File: src/hdl/hbq_pkg.sv
// Shared types and constants for the binary min-heap queue.
// No dependencies; imported by every module of the block.
`default_nettype none

package hbq_pkg;

    localparam int KEY_W  = 32;
    localparam int STAT_W = 2;
    localparam int CAP_W  = 5;

    localparam logic [CAP_W-1:0] CAP_RESET = 5'd16;

    // command codes
    localparam logic CMD_INSERT = 1'b0;
    localparam logic CMD_REMOVE = 1'b1;

    // status codes
    localparam logic [STAT_W-1:0] STAT_OK    = 2'd0;
    localparam logic [STAT_W-1:0] STAT_FULL  = 2'd1;
    localparam logic [STAT_W-1:0] STAT_EMPTY = 2'd2;

    // register indexes (word address)
    localparam logic REG_CAPACITY = 1'b0;

    localparam logic signed [KEY_W-1:0] KEY_NONE = -32'sd1;
    localparam logic signed [KEY_W-1:0] KEY_ZERO = 32'sd0;

    typedef enum logic [2:0] {
        ST_IDLE,
        ST_UP,
        ST_UP_WR,
        ST_ROOT,
        ST_DOWN,
        ST_RESULT
    } t_state;

    typedef struct packed {
        logic signed [KEY_W-1:0] key;
        logic [STAT_W-1:0]       status;
    } t_result;

endpackage

`default_nettype wire

File: src/hdl/hbq_mem.sv
// Heap storage: one write port, two read ports, registered read data.
// Depends on hbq_pkg for the key width.
`default_nettype none

module hbq_mem
    import hbq_pkg::*;
#(
    parameter int DEPTH = 16
) (
    input  wire logic                          i_clk,
    input  wire logic                          i_we,
    input  wire logic [$clog2(DEPTH)-1:0]      i_waddr,
    input  wire logic signed [KEY_W-1:0]       i_wdata,
    input  wire logic [$clog2(DEPTH)-1:0]      i_raddr_a,
    input  wire logic [$clog2(DEPTH)-1:0]      i_raddr_b,
    output logic signed [KEY_W-1:0]            o_rdata_a,
    output logic signed [KEY_W-1:0]            o_rdata_b
);

    logic signed [KEY_W-1:0] r_mem [DEPTH];

    always_ff @(posedge i_clk) begin
        if (i_we) begin
            r_mem[i_waddr] <= i_wdata;
        end
    end

    always_ff @(posedge i_clk) begin
        o_rdata_a <= r_mem[i_raddr_a];
        o_rdata_b <= r_mem[i_raddr_b];
    end

endmodule

`default_nettype wire

File: src/hdl/hbq_ctrl.sv
// Sift sequencer: walks the hole up or down the heap, one level per cycle.
// Depends on hbq_pkg; drives the ports of hbq_mem.
`default_nettype none

module hbq_ctrl
    import hbq_pkg::*;
#(
    parameter int DEPTH = 16
) (
    input  wire logic                          i_clk,
    input  wire logic                          i_rst_n,
    input  wire logic [CAP_W-1:0]              i_cap,
    input  wire logic                          i_in_valid,
    output logic                               o_in_ready,
    input  wire logic                          i_cmd,
    input  wire logic signed [KEY_W-1:0]       i_key,
    output logic                               o_res_valid,
    input  wire logic                          i_res_ready,
    output t_result                            o_res,
    output logic                               o_we,
    output logic [$clog2(DEPTH)-1:0]           o_waddr,
    output logic signed [KEY_W-1:0]            o_wdata,
    output logic [$clog2(DEPTH)-1:0]           o_raddr_a,
    output logic [$clog2(DEPTH)-1:0]           o_raddr_b,
    input  wire logic signed [KEY_W-1:0]       i_rdata_a,
    input  wire logic signed [KEY_W-1:0]       i_rdata_b
);

    localparam int IW = $clog2(DEPTH);
    localparam int CW = $clog2(DEPTH + 1);
    localparam int XW = IW + 2;
    localparam int LW = (CW > CAP_W) ? CW : CAP_W;

    t_state                  r_state, n_state;
    logic [CW-1:0]           r_count, n_count;
    logic [IW-1:0]           r_hole, n_hole;
    logic signed [KEY_W-1:0] r_key, n_key;
    t_result                 r_res, n_res;

    function automatic logic [IW-1:0] parent_of(input logic [IW-1:0] h);
        logic [IW-1:0] d;
        d = h - 1'b1;
        return d >> 1;
    endfunction

    function automatic logic [XW-1:0] left_of(input logic [IW-1:0] h);
        return {1'b0, h, 1'b0} + XW'(1);
    endfunction

    logic [LW-1:0] cap_ext, lim;
    logic          full;
    logic          in_acc;
    logic [XW-1:0] l_idx, r_idx;
    logic          l_ok, take_l, take_r;
    logic signed [KEY_W-1:0] best_l;
    logic [IW-1:0] s_idx, p_idx;

    // capacity saturates at the store depth
    assign cap_ext = LW'(i_cap);
    assign lim     = (cap_ext > LW'(DEPTH)) ? LW'(DEPTH) : cap_ext;
    assign full    = LW'(r_count) >= lim;

    assign o_in_ready  = (r_state == ST_IDLE);
    assign in_acc      = i_in_valid && o_in_ready;
    assign o_res_valid = (r_state == ST_RESULT);
    assign o_res       = r_res;

    // child selection: left tested first, right wins only when strictly smaller
    assign l_idx  = left_of(r_hole);
    assign r_idx  = l_idx + XW'(1);
    assign l_ok   = l_idx < XW'(r_count);
    assign take_l = l_ok && (i_rdata_a < r_key);
    assign best_l = take_l ? i_rdata_a : r_key;
    assign take_r = (r_idx < XW'(r_count)) && (i_rdata_b < best_l);
    assign s_idx  = take_r ? r_idx[IW-1:0] : l_idx[IW-1:0];
    assign p_idx  = parent_of(r_hole);

    always_ff @(posedge i_clk) begin
        if (!i_rst_n) begin
            r_state <= ST_IDLE;
        end else begin
            r_state <= n_state;
        end
    end

    always_ff @(posedge i_clk) begin
        if (!i_rst_n) begin
            r_count <= '0;
        end else begin
            r_count <= n_count;
        end
        r_hole <= n_hole;
        r_key  <= n_key;
        r_res  <= n_res;
    end

    always_comb begin
        n_state   = r_state;
        n_count   = r_count;
        n_hole    = r_hole;
        n_key     = r_key;
        n_res     = r_res;
        o_we      = 1'b0;
        o_waddr   = r_hole;
        o_wdata   = r_key;
        o_raddr_a = p_idx;
        o_raddr_b = r_hole;
        unique case (r_state)
            ST_IDLE: begin
                if (in_acc) begin
                    if (i_cmd == CMD_INSERT) begin
                        n_res.key = KEY_ZERO;
                        n_key     = i_key;
                        if (full) begin
                            n_res.status = STAT_FULL;
                            n_state      = ST_RESULT;
                        end else begin
                            n_res.status = STAT_OK;
                            n_count      = r_count + 1'b1;
                            n_hole       = r_count[IW-1:0];
                            if (r_count == '0) begin
                                o_we    = 1'b1;
                                o_waddr = '0;
                                o_wdata = i_key;
                                n_state = ST_RESULT;
                            end else begin
                                o_raddr_a = parent_of(r_count[IW-1:0]);
                                n_state   = ST_UP;
                            end
                        end
                    end else begin
                        if (r_count == '0) begin
                            n_res.key    = KEY_NONE;
                            n_res.status = STAT_EMPTY;
                            n_state      = ST_RESULT;
                        end else begin
                            // fetch root and last entry together
                            o_raddr_a = '0;
                            o_raddr_b = IW'(r_count - 1'b1);
                            n_count   = r_count - 1'b1;
                            n_hole    = '0;
                            n_state   = ST_ROOT;
                        end
                    end
                end
            end
            ST_UP: begin
                if (r_key < i_rdata_a) begin
                    // parent drops into the hole, hole moves up
                    o_we      = 1'b1;
                    o_wdata   = i_rdata_a;
                    n_hole    = p_idx;
                    o_raddr_a = parent_of(p_idx);
                    n_state   = (p_idx == '0) ? ST_UP_WR : ST_UP;
                end else begin
                    o_we    = 1'b1;
                    n_state = ST_RESULT;
                end
            end
            ST_UP_WR: begin
                o_we    = 1'b1;
                n_state = ST_RESULT;
            end
            ST_ROOT: begin
                n_res.key    = i_rdata_a;
                n_res.status = STAT_OK;
                n_key        = i_rdata_b;
                o_raddr_a    = l_idx[IW-1:0];
                o_raddr_b    = r_idx[IW-1:0];
                n_state      = (r_count == '0) ? ST_RESULT : ST_DOWN;
            end
            ST_DOWN: begin
                o_we = 1'b1;
                if (take_l || take_r) begin
                    o_wdata   = take_r ? i_rdata_b : i_rdata_a;
                    n_hole    = s_idx;
                    o_raddr_a = IW'(left_of(s_idx));
                    o_raddr_b = IW'(left_of(s_idx) + XW'(1));
                end else begin
                    n_state = ST_RESULT;
                end
            end
            ST_RESULT: begin
                if (i_res_ready) begin
                    n_state = ST_IDLE;
                end
            end
            default: begin
                n_state = ST_IDLE;
            end
        endcase
    end

    a_count_bound: assert property (@(posedge i_clk) disable iff (!i_rst_n)
        r_count <= CW'(DEPTH))
        else $error("entry count above depth");

    a_insert_count: assert property (@(posedge i_clk) disable iff (!i_rst_n)
        in_acc && (i_cmd == CMD_INSERT) && !full |=> r_count == $past(r_count) + 1'b1)
        else $error("insert did not grow the heap");

    a_remove_count: assert property (@(posedge i_clk) disable iff (!i_rst_n)
        in_acc && (i_cmd == CMD_REMOVE) && (r_count != '0)
        |=> r_count == $past(r_count) - 1'b1)
        else $error("remove did not shrink the heap");

    a_hole_in_heap: assert property (@(posedge i_clk) disable iff (!i_rst_n)
        (r_state == ST_UP) || (r_state == ST_UP_WR) |-> CW'(r_hole) < r_count)
        else $error("sift-up hole outside the heap");

endmodule

`default_nettype wire

File: src/hdl/binary_min_heap_queue.sv
// Top level of the binary min-heap queue: APB capacity register, output item
// register, sift sequencer and heap memory. Depends on hbq_pkg, hbq_ctrl, hbq_mem.
//
// Channel  | Dir | Signals                            | Contents
// s_axis   | in  | tvalid tready tdata[31:0] tuser[0] | key_in ; command
// m_axis   | out | tvalid tready tdata[31:0] tuser[1:0]| key_out ; status
// apb      | in  | psel penable pwrite paddr pwdata   | capacity at byte address 0
//
// Sequencing: an insert into an empty heap is written straight to the root and a
//   refused one writes nothing; any other insert climbs level by level. A remove
//   reports empty on an empty heap, else fetches root and last entry together and
//   sinks level by level. Each level costs one read-compare-write through the
//   memory, whose read data is registered.
// Reset: synchronous, active low; clears the entry count and sets capacity to
//   16. The heap memory is not cleared; only entries below the count are read.
// Stalls: the finished item sits in the output register, so the next item is
//   taken while it waits; a further result holds until m_axis_tready.
`default_nettype none

module binary_min_heap_queue
    import hbq_pkg::*;
#(
    parameter int DEPTH = 16
) (
    input  wire logic              i_clk,
    input  wire logic              i_rst_n,
    // input items
    input  wire logic              s_axis_tvalid,
    output logic                   s_axis_tready,
    input  wire logic [31:0]       s_axis_tdata,   // [31:0] key_in
    input  wire logic [0:0]        s_axis_tuser,   // [0] command
    // result items
    output logic                   m_axis_tvalid,
    input  wire logic              m_axis_tready,
    output logic [31:0]            m_axis_tdata,   // [31:0] key_out
    output logic [1:0]             m_axis_tuser,   // [1:0] status
    // configuration
    input  wire logic              psel,
    input  wire logic              penable,
    input  wire logic              pwrite,
    input  wire logic [2:0]        paddr,
    input  wire logic [31:0]       pwdata,
    output logic [31:0]            prdata,
    output logic                   pready
);

    localparam int IW = $clog2(DEPTH);

    logic [CAP_W-1:0] r_cap;

    // result path between sequencer and output register
    logic    res_valid, res_ready;
    t_result res;
    logic    r_out_valid;
    t_result r_out;

    // memory ports
    logic                    mem_we;
    logic [IW-1:0]           mem_waddr, mem_raddr_a, mem_raddr_b;
    logic signed [KEY_W-1:0] mem_wdata, mem_rdata_a, mem_rdata_b;

    // ---- APB register: word address is paddr[2] ----
    assign pready = 1'b1;

    always_ff @(posedge i_clk) begin
        if (!i_rst_n) begin
            r_cap <= CAP_RESET;
        end else if (psel && penable && pwrite && pready && (paddr[2] == REG_CAPACITY)) begin
            r_cap <= pwdata[CAP_W-1:0];
        end
    end

    assign prdata = (paddr[2] == REG_CAPACITY) ? {{(32-CAP_W){1'b0}}, r_cap} : 32'd0;

    // ---- output register: loads when empty or being drained ----
    assign res_ready = !r_out_valid || m_axis_tready;

    always_ff @(posedge i_clk) begin
        if (!i_rst_n) begin
            r_out_valid <= 1'b0;
        end else if (res_ready) begin
            r_out_valid <= res_valid;
        end
        if (res_valid && res_ready) begin
            r_out <= res;
        end
    end

    assign m_axis_tvalid = r_out_valid;
    assign m_axis_tdata  = r_out.key;
    assign m_axis_tuser  = r_out.status;

    hbq_ctrl #(
        .DEPTH(DEPTH)
    ) u_ctrl (
        .i_clk       (i_clk),
        .i_rst_n     (i_rst_n),
        .i_cap       (r_cap),
        .i_in_valid  (s_axis_tvalid),
        .o_in_ready  (s_axis_tready),
        .i_cmd       (s_axis_tuser[0]),
        .i_key       (s_axis_tdata),
        .o_res_valid (res_valid),
        .i_res_ready (res_ready),
        .o_res       (res),
        .o_we        (mem_we),
        .o_waddr     (mem_waddr),
        .o_wdata     (mem_wdata),
        .o_raddr_a   (mem_raddr_a),
        .o_raddr_b   (mem_raddr_b),
        .i_rdata_a   (mem_rdata_a),
        .i_rdata_b   (mem_rdata_b)
    );

    hbq_mem #(
        .DEPTH(DEPTH)
    ) u_mem (
        .i_clk     (i_clk),
        .i_we      (mem_we),
        .i_waddr   (mem_waddr),
        .i_wdata   (mem_wdata),
        .i_raddr_a (mem_raddr_a),
        .i_raddr_b (mem_raddr_b),
        .o_rdata_a (mem_rdata_a),
        .o_rdata_b (mem_rdata_b)
    );

    a_out_hold: assert property (@(posedge i_clk) disable iff (!i_rst_n)
        m_axis_tvalid && !m_axis_tready |=> m_axis_tvalid && $stable(m_axis_tdata)
        && $stable(m_axis_tuser))
        else $error("stalled result item changed");

    a_one_at_a_time: assert property (@(posedge i_clk) disable iff (!i_rst_n)
        s_axis_tvalid && s_axis_tready |=> !s_axis_tready)
        else $error("second item taken while one is in the sequencer");

    a_cap_write: assert property (@(posedge i_clk) disable iff (!i_rst_n)
        psel && penable && pwrite && (paddr[2] == REG_CAPACITY)
        |=> r_cap == $past(pwdata[CAP_W-1:0]))
        else $error("capacity write lost");

endmodule

`default_nettype wire
File: config.mk
export PLATFORM = sky130hd
export DESIGN_NAME = binary_min_heap_queue
export DESIGN_NICKNAME = d
export VERILOG_FILES = /design/src/hdl/hbq_pkg.sv /design/src/hdl/hbq_mem.sv /design/src/hdl/hbq_ctrl.sv /design/src/hdl/binary_min_heap_queue.sv
export SDC_FILE = /design/constraint.sdc
export NUM_CORES = 1
export LEC_CHECK = 0
export BUFFER_PORTS_ARGS = -buffer_cell sky130_fd_sc_hd__clkbuf_2
export CAP_MARGIN = 25
export CORE_AREA = 2 2 235 237
export CTS_CLUSTER_DIAMETER = 100
export CTS_CLUSTER_SIZE = 25
export DETAILED_ROUTE_END_ITERATION = 10
export DIE_AREA = 0 0 237 239
export PLACE_DENSITY = 0.79
export SYNTH_ARGS = -nofsm -noshare
export SYNTH_HDL_FRONTEND = slang
export SYNTH_HIERARCHICAL = 1
export SYNTH_SLANG_ARGS = --single-unit
File: constraint.sdc
create_clock -name i_clk -period 6.9 [get_ports i_clk]
set_input_delay 1.38 -clock i_clk [delete_from_list [all_inputs] [get_ports i_clk]]
set_output_delay 1.38 -clock i_clk [all_outputs]
set_load 0.005 [all_outputs]
==> results.py <==
metrics = {
    "floorplanning": {
        "coreArea_mm2": 0.05434,
        "fp.dieH_um": 239,
        "fp-row-count": 86,
        "die_area_mm2": 0.05664,
        "start_util_pct": 61.01,
        "die_w_um": 237,
        "ios": 144,
    },
    "global_routing": {
        "grt_max_degree": 62,
        "grt_pass1_wl_um": 133700,
        "antenna_found_initial": 0,
        "grt-ovfl-total": 0,
        "grt_usage_pct": 32.41,
        "grt_pass1_vias": 20950,
    },
    "synthesis": {
        "synth_area_leader_cell": "edfxtp_1",
        "synth_area_leaders": "edfxtp_1 (56%), mux4_2 (17%), dfxtp_1 (4.7%)",
        "synthesis.area_mm2": 0.03315,
        "synth-edff-count": 616,
        "yosys_warnings": 6,
        "async_flop_share_pct": 0,
        "avgSynthCellArea_um2": 16.12,
        "ys_seq_area_share_pct": 60.51,
        "ys_types": 76,
        "syn_inst": 2056,
        "synth_seq_cells": 694,
        "ys.flop_type": "edfxtp_1",
        "synth_top_area_share_pct": 55.80,
    },
    "routing": {
        "routed_wl_um": 91510,
        "drt-initial-drc-count": 2983,
        "vias_per_cell": 7.226,
        "drc": 0,
        "postRouteAntennaNets": 0,
        "first_pass_iters": 6,
        "vias": 21060,
        "wl_per_cell_um": 31.40,
    },
    "clock_network": {
        "cts_buffers": 34,
        "clockBufferDepth": 3,
        "path_clk_slew_ns": 0.09,
        "cts_tree": "yes",
        "cts_root_buffer": "clkbuf_16",
        "htreeDepth": 2,
        "clock-sinks": 694,
        "clk_latency_ns": 0.60,
    },
    "setup_path": {
        "r2r_slack_ns": 0.16,
        "worstSetupEndpointType": "register",
        "cp_max_fo": 36,
        "path_buf_inv": 6,
        "required_ns": 7.32,
        "slowest_stage": "dfxtp_1",
        "critPathMaxStageDelay_ns": 0.43,
        "cp-start-kind": "register",
        "crit_type": "register to register",
        "cpLargestDelayFamily": "compound AO/OA/AOI/OAI gates",
        "cpMostUsedCell": "buf_4",
        "critPathArrivalTime_ns": 7.17,
    },
    "sta": {
        "finalClockSkew_ns": 0.03554,
        "finalSetupViolCount": 0,
        "fmax_ghz": 0.1483,
        "worstMarginPinSlew_ns": 1.132,
        "drv_slew": 0,
        "final-hold-violation-count": 0,
        "slew_headroom_pct": 24.35,
        "min_period_ns": 6.745,
        "period_share_pct": 97.75,
    },
    "placement": {
        "hpwl_um": 58530,
        "io_buffers": 86,
        "placed_cell_area_mm2": 0.03548,
        "gp_congestion": 0.9524,
    },
    "layout": {
        "diodes": 0,
        "fill_cells": 3487,
        "area_delta_synth_final_pct": 10.41,
        "design_area_mm2": 0.03660,
        "drive_above_1_share_pct": 26.61,
        "seq_area_mm2": 0.02006,
        "multi_input_area_mm2": 0.01233,
        "nets": 2345,
    },
    "worst_hold_path": {
        "hp-class": "register to register",
    },
    "job": {
        "max_cap_viol_count": 0,
    },
    "outcome": {
        "outcome": "finished clean",
    },
}
## stage by stage
stage | util (%) | setup TNS, ns | hold slack [ns] | worst slack [ns] | instances
finish | 67.36 | 0 | 0.4255 | 0.1550 | 2914
global route | 67.36 | -0.003993 | 0.4318 | -0.003993 | 2914
CTS | 67.15 | 0 | 0.4268 | 0.06450 | 2909
detailed placement | 65.28 | 0 | 0.4054 | 0.1578 | 2851
global placement | 65.25 | 0 | 0.4004 | 0.1936 | 2850
floorplan | - | 0 | 0.4003 | 0.7147 | 2082
## final timing paths
path                         end           startpoint  depth (start not counted)
max          u_mem/o_rdata_a[31]  u_mem/o_rdata_a[30]                         26
min             m_axis_tdata[27]     u_ctrl/o_res[29]                          0
max reg2reg  u_mem/o_rdata_a[31]  u_mem/o_rdata_a[30]                         26
min reg2reg     m_axis_tdata[27]     u_ctrl/o_res[29]                          0
## what timing repair did
action                                  CTS  global route
hold buffers                              0             0
endpoints found under the hold margin     0             0
gates resized for setup                   0            10
setup buffers                             0             3
endpoints found under the setup margin    0            96
## synthesized netlist by cell type (8+ instances only)
master    number
edfxtp_1     616
mux4_2       256
nand2_1      152
a22oi_1      130
ha_1          82
dfxtp_1       78
clkbuf_1      76
inv_1         71
mux2i_1       62
nor2_1        50
buf_4         49
a21o_1        48
o21ai_0       48
a221o_1       34
a21oi_1       30
a22o_1        30
buf_1         21
nand3_1       18
nor2b_1       17
buf_2         16
nor3_1        16
nand4_1       13
and2_1         8
## cell families after synthesis
family                     Yosys count  synth area share, %
AOI/OAI and AO/OA                  389                8.741
xor gates and xnor gates            10               0.2642
adders and majority gates           82                3.095
buffers and inverters              240                3.446
DFF                                694                60.51
muxes                              324                19.48
other                                2              0.02265
and+or+nand+nor                    315                4.446
## cells in the final DEF (no fill, tap or decap), drive strengths merged, types with 4 or more instances in the layout
| cell type | netlist | routed |
|---|---|---|
| ha | 82 | 82 |
| a21boi | 4 | 4 |
| a21oi | 31 | 31 |
| and2b | 5 | 5 |
| conb | 2 | 28 |
| a211oi | 6 | 6 |
| mux4 | 256 | 256 |
| nor3 | 16 | 16 |
| clkbuf | 76 | 140 |
| xnor2 | 7 | 7 |
| edfxtp | 616 | 616 |
| buf | 91 | 150 |
| a32oi | 4 | 4 |
| o211ai | 7 | 7 |
| nor2b | 17 | 17 |
| nand2 | 152 | 152 |
| o221ai | 4 | 4 |
| o21ai | 52 | 52 |
| a22oi | 130 | 130 |
| mux2i | 62 | 62 |
| a21o | 48 | 48 |
| nand3 | 18 | 18 |
| nand2b | 7 | 7 |
| nor2 | 50 | 50 |
| inv | 72 | 75 |
| mux2 | 6 | 6 |
| and2 | 10 | 10 |
| a221oi | 4 | 4 |
| a31oi | 7 | 7 |
| dfxtp | 78 | 78 |
| or3 | 6 | 6 |
| nand4 | 13 | 13 |
| a221o | 34 | 34 |
| a22o | 30 | 30 |
## layout make-up
cell class,count,area share [%]
flip-flops and latches,694,54.81
multi-input cells,1148,33.69
repair buffers,237,5.572
clock buffers,53,2.578
well taps,704,2.407
inverters,73,0.7486
clock inverters,5,0.1983
## sequential cells by signal, indices dropped and copies added, names as in the netlist
| register | flops |
|---|---|
| r_cap | 5 |
| u_ctrl/r_count | 5 |
| u_ctrl/o_res | 34 |
| u_ctrl/r_state | 3 |
| m_axis_tuser | 2 |
| u_ctrl/r_key | 32 |
| m_axis_tvalid | 1 |
| u_mem/r_mem | 512 |
| u_ctrl/r_hole | 4 |
| u_mem/o_rdata_a | 32 |
| u_mem/o_rdata_b | 32 |
| m_axis_tdata | 32 |
## per-layer routing
layer / global-route usage (%) / share of wire (%) / wire length (um) / vias up
li1: - / - / - / 8567
met1: 43.28 / 35 / 32240 / 10620
met2: 52.86 / 48 / 44080 / 1598
met3: 5.300 / 12 / 10550 / 271
met4: 15.29 / 5.1 / 4639 / 0
met5: 0 / 0 / 0 / -
Power is not shown: default switching activity piles up to over one toggle a cycle in this logic, so the estimate is an artifact.
